[src/design/u8df_pkg.sv]
// u8df_pkg: shared types and constants for the UTF-8 decode filter.
// No dependencies.
package u8df_pkg;

    localparam int CP_W = 21;

    localparam logic [7:0] MASK_LEAD2  = 8'hE0;
    localparam logic [7:0] CODE_LEAD2  = 8'hC0;
    localparam logic [7:0] MASK_LEAD3  = 8'hF0;
    localparam logic [7:0] CODE_LEAD3  = 8'hE0;
    localparam logic [7:0] MASK_LEAD4  = 8'hF8;
    localparam logic [7:0] CODE_LEAD4  = 8'hF0;
    localparam logic [7:0] MASK_CONT   = 8'hC0;
    localparam logic [7:0] CODE_CONT   = 8'h80;

    localparam logic [CP_W-1:0] CP_MAX      = 21'h10FFFF;
    localparam logic [CP_W-1:0] CP_SURR_LO  = 21'h00D800;
    localparam logic [CP_W-1:0] CP_SURR_HI  = 21'h00DFFF;
    localparam logic [CP_W-1:0] CP_DEL      = 21'h00007F;
    localparam logic [CP_W-1:0] CP_SPACE    = 21'h000020;
    localparam logic [CP_W-1:0] CP_TAB      = 21'h000009;
    localparam logic [CP_W-1:0] CP_LF       = 21'h00000A;
    localparam logic [CP_W-1:0] CP_CR       = 21'h00000D;

    typedef enum logic [1:0] {
        RUN_OK        = 2'd0,
        RUN_MALFORMED = 2'd1,
        RUN_EMPTY     = 2'd2
    } run_status_t;

    typedef struct packed {
        logic [7:0] data_byte;
        logic       last_byte;
    } in_item_t;

    typedef struct packed {
        logic              has_result;
        logic [CP_W-1:0]   code_point;
        logic              point_valid;
        logic              run_done;
        run_status_t       run_status;
    } dec_out_t;

endpackage

[src/design/u8df_in_reg.sv]
// u8df_in_reg: input register stage of the UTF-8 decode filter.
// Depends on u8df_pkg.
module u8df_in_reg (
    input  logic               aclk,
    input  logic               aresetn,
    input  logic               s_valid,
    output logic               s_ready,
    input  u8df_pkg::in_item_t s_item,
    input  logic               advance,
    output logic               item_valid,
    output u8df_pkg::in_item_t item
);
    import u8df_pkg::*;

    logic     valid_reg;
    logic     valid_next;
    in_item_t item_reg;

    assign s_ready    = !valid_reg || advance;
    assign item_valid = valid_reg;
    assign item       = item_reg;

    always_comb begin
        valid_next = valid_reg;
        if (s_ready) begin
            valid_next = s_valid;
        end
    end

    always_ff @(posedge aclk) begin
        if (!aresetn) begin
            valid_reg <= 1'b0;
        end else begin
            valid_reg <= valid_next;
        end
    end

    always_ff @(posedge aclk) begin
        if (s_valid && s_ready) begin
            item_reg <= s_item;
        end
    end

endmodule

[src/design/u8df_decode.sv]
// u8df_decode: run state and combinational UTF-8 decode, check and filter.
// Depends on u8df_pkg.
module u8df_decode (
    input  logic                aclk,
    input  logic                aresetn,
    input  logic                item_valid,
    input  u8df_pkg::in_item_t  item,
    input  logic                advance,
    output u8df_pkg::dec_out_t  result
);
    import u8df_pkg::*;

    logic [CP_W-1:0] partial_reg, partial_next;
    logic [1:0]      pending_reg, pending_next;
    logic            error_reg, error_next;
    logic            any_reg, any_next;

    logic [7:0]      c;
    logic            last;
    logic            complete;
    logic [CP_W-1:0] v;
    logic [CP_W-1:0] cp;
    logic            kept;

    assign c    = item.data_byte;
    assign last = item.last_byte;

    always_comb begin
        partial_next = partial_reg;
        pending_next = pending_reg;
        error_next   = error_reg;
        any_next     = any_reg;
        complete     = 1'b0;
        v            = '0;
        cp           = '0;
        kept         = 1'b0;

        if (!error_reg) begin
            if (pending_reg == 2'd0) begin
                priority if (c[7] == 1'b0) begin
                    complete = 1'b1;
                    v        = {{(CP_W-8){1'b0}}, c};
                end else if ((c & MASK_LEAD2) == CODE_LEAD2) begin
                    partial_next = {{(CP_W-5){1'b0}}, c[4:0]};
                    pending_next = 2'd1;
                end else if ((c & MASK_LEAD3) == CODE_LEAD3) begin
                    partial_next = {{(CP_W-4){1'b0}}, c[3:0]};
                    pending_next = 2'd2;
                end else if ((c & MASK_LEAD4) == CODE_LEAD4) begin
                    partial_next = {{(CP_W-3){1'b0}}, c[2:0]};
                    pending_next = 2'd3;
                end else begin
                    error_next = 1'b1;
                end
            end else if ((c & MASK_CONT) == CODE_CONT) begin
                partial_next = {partial_reg[CP_W-7:0], c[5:0]};
                pending_next = pending_reg - 2'd1;
                if (pending_reg == 2'd1) begin
                    complete     = 1'b1;
                    v            = {partial_reg[CP_W-7:0], c[5:0]};
                    partial_next = '0;
                end
            end else begin
                error_next = 1'b1;
            end

            // check and filter a finished value
            if (complete) begin
                if (v > CP_MAX || (v >= CP_SURR_LO && v <= CP_SURR_HI)) begin
                    error_next = 1'b1;
                end else if (v == CP_TAB || v == CP_LF || v == CP_CR) begin
                    kept = 1'b1;
                    cp   = CP_SPACE;
                end else if (v >= CP_SPACE && v != CP_DEL) begin
                    kept = 1'b1;
                    cp   = v;
                end
            end

            if (error_next) begin
                partial_next = '0;
                pending_next = 2'd0;
            end
        end

        if (last && pending_next != 2'd0) begin
            error_next = 1'b1;
        end
        if (error_next) begin
            kept = 1'b0;
        end
        if (kept) begin
            any_next = 1'b1;
        end

        result.has_result  = item_valid && (kept || last);
        result.code_point  = kept ? cp : '0;
        result.point_valid = kept;
        result.run_done    = last;
        if (!last) begin
            result.run_status = RUN_OK;
        end else if (error_next) begin
            result.run_status = RUN_MALFORMED;
        end else if (any_next) begin
            result.run_status = RUN_OK;
        end else begin
            result.run_status = RUN_EMPTY;
        end

        // clear everything at run end
        if (last) begin
            partial_next = '0;
            pending_next = 2'd0;
            error_next   = 1'b0;
            any_next     = 1'b0;
        end
    end

    always_ff @(posedge aclk) begin
        if (!aresetn) begin
            partial_reg <= '0;
            pending_reg <= 2'd0;
            error_reg   <= 1'b0;
            any_reg     <= 1'b0;
        end else if (advance) begin
            partial_reg <= partial_next;
            pending_reg <= pending_next;
            error_reg   <= error_next;
            any_reg     <= any_next;
        end
    end

    a_pending_no_error: assert property (@(posedge aclk) disable iff (!aresetn)
        pending_reg != 2'd0 |-> !error_reg && !any_reg || pending_reg != 2'd0 && !error_reg)
        else $error("continuation pending while run marked malformed");

    a_run_end_clears: assert property (@(posedge aclk) disable iff (!aresetn)
        advance && item.last_byte |=>
            pending_reg == 2'd0 && !error_reg && !any_reg && partial_reg == '0)
        else $error("run state not cleared after last byte");

    a_kept_in_range: assert property (@(posedge aclk) disable iff (!aresetn)
        result.point_valid |-> result.code_point <= CP_MAX && result.code_point >= CP_SPACE
            && result.code_point != CP_DEL)
        else $error("kept code point outside allowed range");

    a_malformed_no_point: assert property (@(posedge aclk) disable iff (!aresetn)
        result.run_done && result.run_status == RUN_MALFORMED |-> !result.point_valid)
        else $error("code point kept on malformed run end");

endmodule

[src/design/u8df_out_reg.sv]
// u8df_out_reg: result register of the UTF-8 decode filter.
// Depends on u8df_pkg.
module u8df_out_reg (
    input  logic               aclk,
    input  logic               aresetn,
    input  logic               load,
    input  u8df_pkg::dec_out_t result,
    output logic               out_free,
    output logic               m_valid,
    input  logic               m_ready,
    output logic [20:0]        m_code_point,
    output logic               m_point_valid,
    output logic               m_run_done,
    output logic [1:0]         m_run_status
);
    import u8df_pkg::*;

    logic     valid_reg;
    logic     valid_next;
    dec_out_t data_reg;

    assign out_free      = !valid_reg || m_ready;
    assign m_valid       = valid_reg;
    assign m_code_point  = data_reg.code_point;
    assign m_point_valid = data_reg.point_valid;
    assign m_run_done    = data_reg.run_done;
    assign m_run_status  = data_reg.run_status;

    always_comb begin
        valid_next = valid_reg;
        if (load) begin
            valid_next = 1'b1;
        end else if (m_ready) begin
            valid_next = 1'b0;
        end
    end

    always_ff @(posedge aclk) begin
        if (!aresetn) begin
            valid_reg <= 1'b0;
        end else begin
            valid_reg <= valid_next;
        end
    end

    always_ff @(posedge aclk) begin
        if (load) begin
            data_reg <= result;
        end
    end

    a_hold_when_stalled: assert property (@(posedge aclk) disable iff (!aresetn)
        m_valid && !m_ready |=> m_valid && $stable(data_reg))
        else $error("result changed while stalled");

    a_load_only_free: assert property (@(posedge aclk) disable iff (!aresetn)
        load |-> out_free)
        else $error("result register overwritten");

    a_result_meaningful: assert property (@(posedge aclk) disable iff (!aresetn)
        load |-> result.point_valid || result.run_done)
        else $error("empty result loaded");

endmodule

[src/design/utf8_decode_filter.sv]
// utf8_decode_filter: streaming UTF-8 decoder with control filtering and run status.
// Depends on u8df_pkg, u8df_in_reg, u8df_decode, u8df_out_reg.
//
//   channel  | ports                                              | direction
//   input    | s_valid s_ready s_data_byte s_last_byte             | in
//   result   | m_valid m_ready m_code_point m_point_valid          | out
//            | m_run_done m_run_status                             |
//
// One byte per cycle sustained while results are taken; a result passes the input register
// and then the result register before it is presented.
// Input register, combinational decode logic, result register; run state updates as a
// byte leaves the input register.
// Bytes that yield no result are consumed without touching the result register.
// A stalled result holds the input register while its byte yields a result; aresetn clears all run state.
module utf8_decode_filter (
    input  logic        aclk,
    input  logic        aresetn,
    input  logic        s_valid,
    output logic        s_ready,
    input  logic [7:0]  s_data_byte,
    input  logic        s_last_byte,
    output logic        m_valid,
    input  logic        m_ready,
    output logic [20:0] m_code_point,
    output logic        m_point_valid,
    output logic        m_run_done,
    output logic [1:0]  m_run_status
);
    import u8df_pkg::*;

    in_item_t s_item;
    in_item_t item;
    logic     item_valid;
    logic     advance;
    logic     out_free;
    dec_out_t result;

    assign s_item.data_byte = s_data_byte;
    assign s_item.last_byte = s_last_byte;

    assign advance = item_valid && (!result.has_result || out_free);

    u8df_in_reg u_in_reg (
        .aclk       (aclk),
        .aresetn    (aresetn),
        .s_valid    (s_valid),
        .s_ready    (s_ready),
        .s_item     (s_item),
        .advance    (advance),
        .item_valid (item_valid),
        .item       (item)
    );

    u8df_decode u_decode (
        .aclk       (aclk),
        .aresetn    (aresetn),
        .item_valid (item_valid),
        .item       (item),
        .advance    (advance),
        .result     (result)
    );

    u8df_out_reg u_out_reg (
        .aclk          (aclk),
        .aresetn       (aresetn),
        .load          (advance && result.has_result),
        .result        (result),
        .out_free      (out_free),
        .m_valid       (m_valid),
        .m_ready       (m_ready),
        .m_code_point  (m_code_point),
        .m_point_valid (m_point_valid),
        .m_run_done    (m_run_done),
        .m_run_status  (m_run_status)
    );

endmodule

[config.mk]
export PLATFORM = sky130hd
export DESIGN_NAME = utf8_decode_filter
export DESIGN_NICKNAME = d
export VERILOG_FILES = /design/src/design/u8df_pkg.sv /design/src/design/u8df_in_reg.sv /design/src/design/u8df_decode.sv /design/src/design/u8df_out_reg.sv /design/src/design/utf8_decode_filter.sv
export SDC_FILE = /design/constraint.sdc
export NUM_CORES = 1
export LEC_CHECK = 0
export BUFFER_PORTS_ARGS = -buffer_cell sky130_fd_sc_hd__buf_4
export CORE_UTILIZATION = 56
export DETAILED_ROUTE_END_ITERATION = 16
export PLACE_DENSITY = 0.9
export SYNTH_ARGS = -nofsm -noshare
export SYNTH_HDL_FRONTEND = slang
export SYNTH_HIERARCHICAL = 1
export SYNTH_SLANG_ARGS = --single-unit
[constraint.sdc]
create_clock -name aclk -period 3.96 [get_ports aclk]
set_input_delay 0.792 -clock aclk [delete_from_list [all_inputs] [get_ports aclk]]
set_output_delay 0.792 -clock aclk [all_outputs]
set_load 0.02 [all_outputs]
After elaboration in Yosys (flattened, before gate mapping)
Index checks and enable logic that the tools add are counted.
{"block": "word_totals", "inputBits": 13, "memories": 0, "latch_bits": 0, "ram_bits": 0, "mem_bits_ro": 0, "reg_bits": 55}
{"block": "classes", "multipliers": 0, "muxes": 55, "eq_ne": 12, "add_sub_neg": 1, "div": 0, "magnitude_cmp": 4, "n_bitwise": 4, "shift": 0, "n_reduce_logical": 25}
{"operator": "$mux W15", "n": 10}
{"operator": "$mux W21", "n": 4}
{"operator": "$eq A21 B4 Y1 const B", "n": 3}
{"operator": "$mux W1", "n": 28}
{"operator": "$ge A21 B16 Y1 const B", "n": 1}
{"operator": "$ge A21 B6 Y1 const B", "n": 1}
{"operator": "$gt A21 B21 Y1 const B", "n": 1}
{"operator": "$le A21 B16 Y1 const B", "n": 1}
{"operator": "$ne A21 B7 Y1 const B", "n": 1}
{"operator": "$mux W2", "n": 10}
{"operator": "$mux W6", "n": 2}
{"operator": "$logic_and A1 B1 Y1", "n": 7}
{"operator": "$logic_or A1 B1 Y1", "n": 7}
{"operator": "$mux W7", "n": 1}
{"operator": "$ne A6 B6 Y1 const B", "n": 1}
{"operator": "$reduce_or A6 Y1", "n": 1}
{"operator": "$eq A5 B5 Y1 const B", "n": 1}
{"operator": "$reduce_and A5 Y1", "n": 1}
{"operator": "$eq A4 B4 Y1 const B", "n": 1}
{"operator": "$ne A4 B4 Y1 const B", "n": 1}
{"operator": "$not A1 Y1", "n": 4}
{"operator": "$reduce_bool A2 Y1", "n": 2}
{"operator": "$reduce_bool A4 Y1", "n": 1}
{"operator": "$reduce_or A4 Y1", "n": 1}
{"operator": "8 further kinds", "n": 10}

Depth between registers and ports, before layout
Gate-level depths: netlist (run 1).
{"block": "logic_depth", "depth_word": 24, "depth_mapped": 13, "depth_no_buf": 13}

By module
Netlist (run 1), hierarchy kept.
{"mod": "u8df_decode", "n_inst": 1, "cells_per_inst": 171, "area_each_um2": 1401.3, "seq_area_each_um2": 380.4}
{"mod": "u8df_out_reg", "n_inst": 1, "cells_per_inst": 29, "area_each_um2": 799.5, "seq_area_each_um2": 770.7}
{"mod": "u8df_in_reg", "n_inst": 1, "cells_per_inst": 14, "area_each_um2": 327.8, "seq_area_each_um2": 290.3}
{"mod": "utf8_decode_filter", "n_inst": 1, "cells_per_inst": 3, "area_each_um2": 18.8, "seq_area_each_um2": 0.0}

Worst setup path after synthesis (run 1)
Ideal clock, no wire load.
{"block": "synth_path", "path_kind": "flip-flop to output port", "start": "register u_decode.pending_reg[0]", "end": "output port s_ready", "path_stages_with_launch": 11, "arrival_time_ns": 2.402, "n_path_buf": 0, "slack_ns": 0.766, "required_ns": 3.168, "cell_sequence": "dfxtp_1 inv_1 ha_1 and4bb_2 a21oi_1 nor4_1 o31a_1 a21oi_1 o21a_1 a21boi_1 nand2b_4"}
{"item": "from (decl)", "line_no": "u8df_decode.sv:14", "source": "logic [1:0] pending_reg, pending_next;"}
{"item": "from (signal assigned)", "line_no": "u8df_decode.sv:127", "source": "pending_reg <= pending_next;"}
{"item": "to (decl)", "line_no": "utf8_decode_filter.sv:19", "source": "output logic s_ready,"}

==> results by group, run 1 <==
Status
  • Status: finished clean

Timing
  • Final Setup Violations: 0
  • Final Cycle Share: 95.89%
  • Fmax: 263.3 MHz
  • Final Max Tran Viols: 0
  • Final hold vios: 0
  • Setup TNS: 0 ps
  • Final Critical Period: about 3800 ps
  • RSZ-0062 raised after global routing: false
  • Slew margin rel.: 60.60%
  • Tightest Pin Transition: 590.9 ps
  • Clk_skew: 12.58 ps

Worst hold path
  • Hold Path Class: flip-flop to flip-flop

Global route
  • First-pass GRT wire length: 8493 um
  • GRT overflow: 0
  • All-Layer GR Usage: 22.77%
  • Vias in the first global route: 1,745
  • Largest net degree at the start of global routing: 27
  • Initial antenna violation count: 0

Layout
  • Final instance area: 3027 um^2
  • Max FFs per register: 21
  • Fraction of layout cells with a size suffix above 1: 26.92%
  • Ant diodes: 0
  • NumNets Final: 274
  • Area Growth Syn to Fin: 18.81%

Die
  • Starting Density: 58.51%
  • Io pins: 40
  • Die outline height: 69.45 um
  • Die area: approximately 4800 um^2
  • Num rows: 24
  • Die Width: 69.45 um
  • Core area: 4354 um^2

Worst setup path
  • Startpoint Class: flip-flop
  • Critical Path Sink Type: output pin
  • WS Path Type: flip-flop to output pin
  • WP data required: around 3200 ps
  • Max FO, Critical Path: 7
  • Largest stage delay, worst path: 600 ps
  • Crit path arrival time: 3010 ps
  • Critical Path Slowest Stage Cell: or4_1
  • Buf+Inv Stages, Crit Path: 1
  • Top Family by Delay on Critical Path: simple AND/OR/NAND/NOR gates
  • CP cell instances: or4_1, nor4_1, a211o_2, nand2b_4, a21oi_1, o21a_1, a21boi_4, nand2b_4, buf_4
  • Most used cell, CP: nand2b_4

Yosys
  • Post-synth EDFFs: 34
  • Simple-gate share of the synthesized area: 23.43%
  • Post-Syn Area per Cell: 11.74 um^2
  • Synth Flop Type: edfxtp_1
  • Syn Nets: 232
  • Mux cell area share after synthesis: 0.8350%
  • Synth Area in XOR/XNOR: 0%
  • Register area share after synthesis: a little under three fifths
  • Cell count after synthesis: roughly 220
  • Synth Area in Adders: 0.9823%
  • Synth warnings: 6
  • Largest family of logic cells by synthesized area: simple AND/OR/NAND/NOR gates
  • Ys async rst share: 0%
  • Post-Syn Area: roughly 2500 um^2
  • Yosys reg bits: 55
  • Synth Area in Compound Gates: 14.88%
  • Cell variety after synth: 53

Drt
  • Via density: 5.990
  • Wire per inst: 16.79 um
  • WL final: roughly 5200 um
  • Via count: approximately 1,900
  • DRT Pass-1 Iters: 4
  • Residual DRC: 0
  • Routed Antenna Nets: 0
  • DRT iter0 DRCs: approximately 130

Flow run
  • Maxcap violations: 0

Clock network
  • Hold_buf cts: 0
  • Clock-pin slew on the worst setup and hold paths: 100 ps
  • CTS Buf Count: 5
  • Clk_lat worst skew: around 320 ps
  • CTS H-tree depth: 2
  • CTS tree: yes
  • Sink Count: 55
  • Root Buffer: clkbuf_8
  • Clock tree buffer depth: 2

Placed design
  • Placed Instance Area: 2870 um^2
  • Post-DP HPWL: 3790 um
  • Routability Congestion: 0.9559
  • PortBufs: 39

Power
  • Leak pwr: 1.133 nW
  • Worst vdd ir: 0.0002343 V
  • Power density cells: approximately 360 nW/um^2
-- kinds of logic after synthesis --
family / count (synthesis)
AND/OR/NAND/NOR: 91
flip-flops: 55
AO/OA/AOI/OAI: 49
buffers and inverters: 18
multiplexers: 2
adder cells (fa/ha/maj): 2
-- worst register-to-register path, cell delays in order, from the launching register on --
cell	delay, ps
dfxtp_1	350
or4_1	600
nor4_1	430
a211o_2	300
nand2b_4	180
a21oi_1	50
o21a_1	220
a21boi_4	230
nand2_1	270
nor4b_4	520
a22oi_1	150
nor2b_1	140
-- where the power goes --
group / switching (mW) / total, mW / internal (mW)
combinational: 0.0601 / 0.109 / 0.0491
sequential: 0.0178 / 0.640 / 0.622
clock: 0.187 / 0.335 / 0.147
total: 0.265 / 1.08 / 0.818
-- what timing repair did --
action	in CTS	in global routing
pin swaps	0	1
resized for setup	1	5
setup endpoints to repair	1	4
setup buffers	0	3
-- layout make-up --
| type | instances | area (um^2) |
|---|---|---|
| fill | 318 | 1328 |
| sequential | 55 | 1441 |
| clock buffer | 6 | 82.58 |
| timing repair buffer | 44 | 330.3 |
| multi-input combinational | 144 | 1054 |
| tap | 52 | 65.06 |
| inverter | 9 | 33.78 |
| clock inverter | 2 | 20.02 |
-- cells in the mapped netlist (3+ instances only) --
| library cell | number | area share [%] |
|---|---|---|
| a21boi_0 | 4 | 1.2 |
| a21oi_1 | 6 | 1.2 |
| a22oi_1 | 13 | 3.8 |
| and2_1 | 20 | 4.9 |
| clkbuf_1 | 5 | 0.74 |
| dfxtp_1 | 21 | 17 |
| edfxtp_1 | 34 | 40 |
| inv_1 | 9 | 1.3 |
| nand2_1 | 12 | 1.8 |
| nand2b_1 | 4 | 0.98 |
| nand2b_4 | 3 | 1.6 |
| nand3_1 | 4 | 0.79 |
| nand4_1 | 3 | 0.74 |
| nor2_1 | 5 | 0.74 |
| nor2b_1 | 17 | 4.2 |
| nor3_1 | 5 | 0.98 |
| nor4_1 | 4 | 0.98 |
| o21ai_0 | 6 | 1.2 |
-- per-layer routing --
layer | GRT usage (%) | wire length, um | up-vias | share of wire, %
li1 | - | - | 884 | -
met1 | 29.82 | 2226 | 894 | 42
met2 | 37.65 | 2560 | 81 | 49
met3 | 4.797 | 346 | 10 | 6.6
met4 | 7.710 | 104 | 0 | 2.0
met5 | 0 | 0 | - | 0
-- placed cells by master, fill, tap and decap left out, types with 2 or more instances in the layout --
master and n:
nor3b_1 2, nand2b_4 3, o21a_1 2, o31ai_1 2, a21boi_2 2, nor3_1 5
and2_1 20, nand3_1 4, inv_1 9, nand4_1 3, nor2_1 5, a21oi_1 5
dfxtp_1 21, nor2b_1 17, buf_4 44, clkbuf_8 6, nand2b_1 4, a21boi_0 4
a22oi_1 13, o21ai_0 6, edfxtp_1 34, nand2_1 12, nand4bb_1 2, nor4_1 4
-- stage by stage --
step                total power [mW]  hold slack [ps]  std cells  setup slack [ps]  utilization, %
floorplan                     0.7183            445.9        217             766.0               -
global placement              0.7518            455.1        301             448.7           65.92
detailed placement            0.7541            467.6        301             217.5           65.92
CTS                            1.083            481.7        309             8.677           68.36
global route                   1.119            496.6        312             15.39           69.51
finish                         1.084            481.5        312             162.6           69.51
-- final timing paths --
| path | from | depth (start not counted) | to | slack (ps) |
|---|---|---|---|---|
| min | u_decode/any_reg | 2 | u_decode/any_reg | 480 |
| max | u_decode/partial_reg[10] | 9 | s_ready | 160 |
| min reg2reg | u_decode/any_reg | 2 | u_decode/any_reg | 480 |
| max reg2reg | u_decode/partial_reg[10] | 11 | u_decode/partial_reg[10] | 470 |
(Power assumes the default switching activity.)
==> run 2, diff against run 1 <==
--- a/config.mk
+++ b/config.mk
@@ -7,8 +7,10 @@
 export LEC_CHECK = 0
 export BUFFER_PORTS_ARGS = -buffer_cell sky130_fd_sc_hd__buf_4
 export CORE_UTILIZATION = 56
+export CTS_CLUSTER_DIAMETER = 100
 export DETAILED_ROUTE_END_ITERATION = 16
 export PLACE_DENSITY = 0.9
+export RECOVER_POWER = 25
 export SYNTH_ARGS = -nofsm -noshare
 export SYNTH_HDL_FRONTEND = slang
 export SYNTH_HIERARCHICAL = 1
==> constraint.sdc (replaced) <==
create_clock -name aclk -period 3.5 [get_ports aclk]
set_input_delay 0.7 -clock aclk [delete_from_list [all_inputs] [get_ports aclk]]
set_output_delay 0.7 -clock aclk [all_outputs]
set_load 0.02 [all_outputs]
==> run 2 against run 1 <==
Sequential share of layout area shrank 0.44 points. Largest cell class unchanged. Final cell count grew 1.9%. Combinational power grew 18%. Register-to-register slack lost 220 ps. Critical path type unchanged. Die area is the same.
==> results by group, run 2 (same netlist as run 1, synthesis figures left out) <==
Worst setup path
  • WP data required: 2800 ps (-370 ps)
  • Critical Path Sink Type: output pin
  • Max FO, Critical Path: 4 (-3)
  • WS Path Type: flip-flop to output pin
  • Crit path arrival time: 2740 ps (-270 ps)
  • Startpoint Class: flip-flop

Die
  • Die area: 4823 um^2 (unchanged)
  • Die Width: 69.45 um (unchanged)
  • Die outline height: 69.45 um (unchanged)
  • Num rows: 24 (unchanged)
  • Core area: 4354 um^2 (unchanged)
  • Io pins: 40 (unchanged)
  • Starting Density: 58.51% (unchanged)

Timing
  • Final WS setup: 58.66 ps (-104.0 ps)
  • Slew margin rel.: 59.41% (-1.2 points)
  • Clk_skew: 6.110 ps (-6.465 ps)
  • Fmax: 290.6 MHz
  • Final hold vios: 0 (unchanged)
  • Final Max Tran Viols: 0 (unchanged)
  • Final Setup Violations: 0 (unchanged)
  • Tightest Pin Transition: 608.8 ps (+17.85 ps)
  • Final Critical Period: 3441 ps
  • Final Cycle Share: 98.32%
  • Hold slack: 487.6 ps (+6.133 ps)

Clock network
  • Clk_lat worst skew: 310 ps (about the same)
  • CTS H-tree depth: 2 (unchanged)
  • Sink Count: 55 (unchanged)
  • Clock tree buffer depth: 2 (unchanged)
  • CTS tree: yes
  • Clock-pin slew on the worst setup and hold paths: 100 ps (about the same)
  • Root Buffer: clkbuf_8
  • CTS Buf Count: 5 (unchanged)

Layout
  • # fillers: 328 (+3.1%)
  • Max FFs per register: 21 (unchanged)
  • Commonest cells after routing, fill and taps aside: 34 x edfxtp_1, 23 x buf_4, 20 x and2_1, 19 x dfxtp_1, 18 x clkbuf_1
  • Most common cell after layout, fill and taps aside: edfxtp_1
  • Area Growth Syn to Fin: 20.14%
  • NumNets Final: 280 (+2.2%)
  • Fraction of layout cells with a size suffix above 1: 26.32% (-0.61 points)
  • Ant diodes: 0 (unchanged)

Drt
  • DRT iter0 DRCs: 161 (+27%)
  • Residual DRC: 0 (unchanged)
  • Met3 wire len: 354 um (+2.3%)
  • Top Metal Used: met4
  • Wire per inst: 16.70 um (-0.52%)
  • Via density: 5.843 (-2.5%)
  • Routed met2 length: 2518 um (-1.6%)
  • Met1 wire length: 2355 um (+5.8%)
  • DRT Pass-1 Iters: 5 (+1)
  • Via count: 1,858 (-0.59%)
  • Routed Antenna Nets: 0 (unchanged)
  • WL final: 5311 um (+1.4%)

Power
  • Share of power burned in registers: 59.9% (+0.9 points)
  • Clk network pwr share: 29.4% (-1.5 points)
  • Part of the power in combinational logic: 10.7% (+0.6 points)
  • Leak pwr: 1.088 nW (-4.0%)
  • Internal: 0.9026 mW (+10%)
  • Power density cells: 393.8 nW/um^2 (+10%)
  • Sw power: 0.3026 mW (+14%)
  • Total power: 1.205 mW (+11%)
  • Worst vdd ir: 0.0002803 V (+20%)
  • Sw Share: 25.11% (+0.63 points)

Placed design
  • Place WS: 69.64 ps (-147.8 ps)
  • Post-DP HPWL: 3687 um (-2.7%)
  • PortBufs: 39 (unchanged)
  • Routability Congestion: 0.9774 (+2.2%)

Global route
  • All-Layer GR Usage: 22.61% (-0.16 points)
  • Initial antenna violation count: 0 (unchanged)
  • First-pass GRT wire length: 8473 um (-0.24%)
  • GRT overflow: 0 (unchanged)
  • Largest net degree at the start of global routing: 27 (unchanged)
  • Vias in the first global route: 1,701 (-2.5%)

Worst hold path
  • Hold Path Class: flip-flop to flip-flop

Status
  • Status: finished clean

Flow run
  • Maxcap violations: 0 (unchanged)
run 2: cell types whose count changed in the layout (fill, tap and decap cells not counted), moves of 2 or more:
cell | previous run | this run
nor4_4 | 1 | 3
buf_4 | 44 | 23
clkbuf_1 | 0 | 18
dfxtp_2 | 0 | 2
inv_2 | 0 | 2
clkbuf_4 | 0 | 9
inv_1 | 9 | 7
nor4_1 | 4 | 1
dfxtp_1 | 21 | 19
clkinvlp_4 | 0 | 2
run 2: cell type report:
cell class	count	area, um^2	area share [%]
flip-flops and latches	55	1444	47.18
inverters	9	33.78	1.104
clock buffers	5	68.82	2.249
repair buffers	50	307.8	10.06
multi-input cells	144	1117	36.51
well taps	52	65.06	2.126
clock inverters	3	23.77	0.7768
run 2: worst max-delay path, cell delays in order (launching register included):
cell and delay, ps:
dfxtp_2 360, inv_2 60, ha_2 220, and4bb_2 280
a21oi_4 190, mux2_4 310, o31a_1 290, a21oi_1 150
o21a_1 160, a21boi_2 80, nand2b_4 160, buf_4 160
run 2: final timing paths:
| path | startpoint | endpoint | slack (ps) | cells after the start |
|---|---|---|---|---|
| min | u_decode/any_reg | u_decode/any_reg | 490 | 2 |
| max | u_decode/pending_reg[1] | s_ready | 60 | 11 |
| max reg2reg | u_decode/pending_reg[0] | u_decode/partial_reg[9] | 250 | 15 |
| min reg2reg | u_decode/any_reg | u_decode/any_reg | 490 | 2 |
run 2: power groups by stage:
stage | logic (mW) | registers (mW) | clock network, mW
5_1_grt | 0.139 | 0.724 | 0.389
2_1_floorplan | 0.0785 | 0.734 | 0
6_report | 0.129 | 0.722 | 0.354
3_5_place_dp | 0.121 | 0.735 | 0
4_1_cts | 0.124 | 0.721 | 0.361
3_3_place_gp | 0.118 | 0.735 | 0
run 2: per-stage QoR:
step | area (um^2) | std cells | TNS, ps | util (%)
after CTS | 3017 | 314 | 0 | 69.28
after global placement | 2893 | 304 | 0 | 66.44
after floorplan | 2547 | 217 | 0 | -
after detailed placement | 2893 | 304 | 0 | 66.44
final | 3060 | 318 | 0 | 70.29
after global routing | 3060 | 318 | -18.11 | 70.29
run 2: repair_timing:
action	4_1_cts	5_1_grt
setup buffers	2	4
hold buffers	0	0
pin swaps	2	6
resized for setup	4	16
setup endpoints to repair	1	7
run 2: routing by layer:
layer / up-vias / GRT usage (%)
met1: 880 / 32.18
met4: 0 / 6.122
met3: 10 / 4.797
li1: 893 / -
met2: 75 / 35.17
met5: - / 0
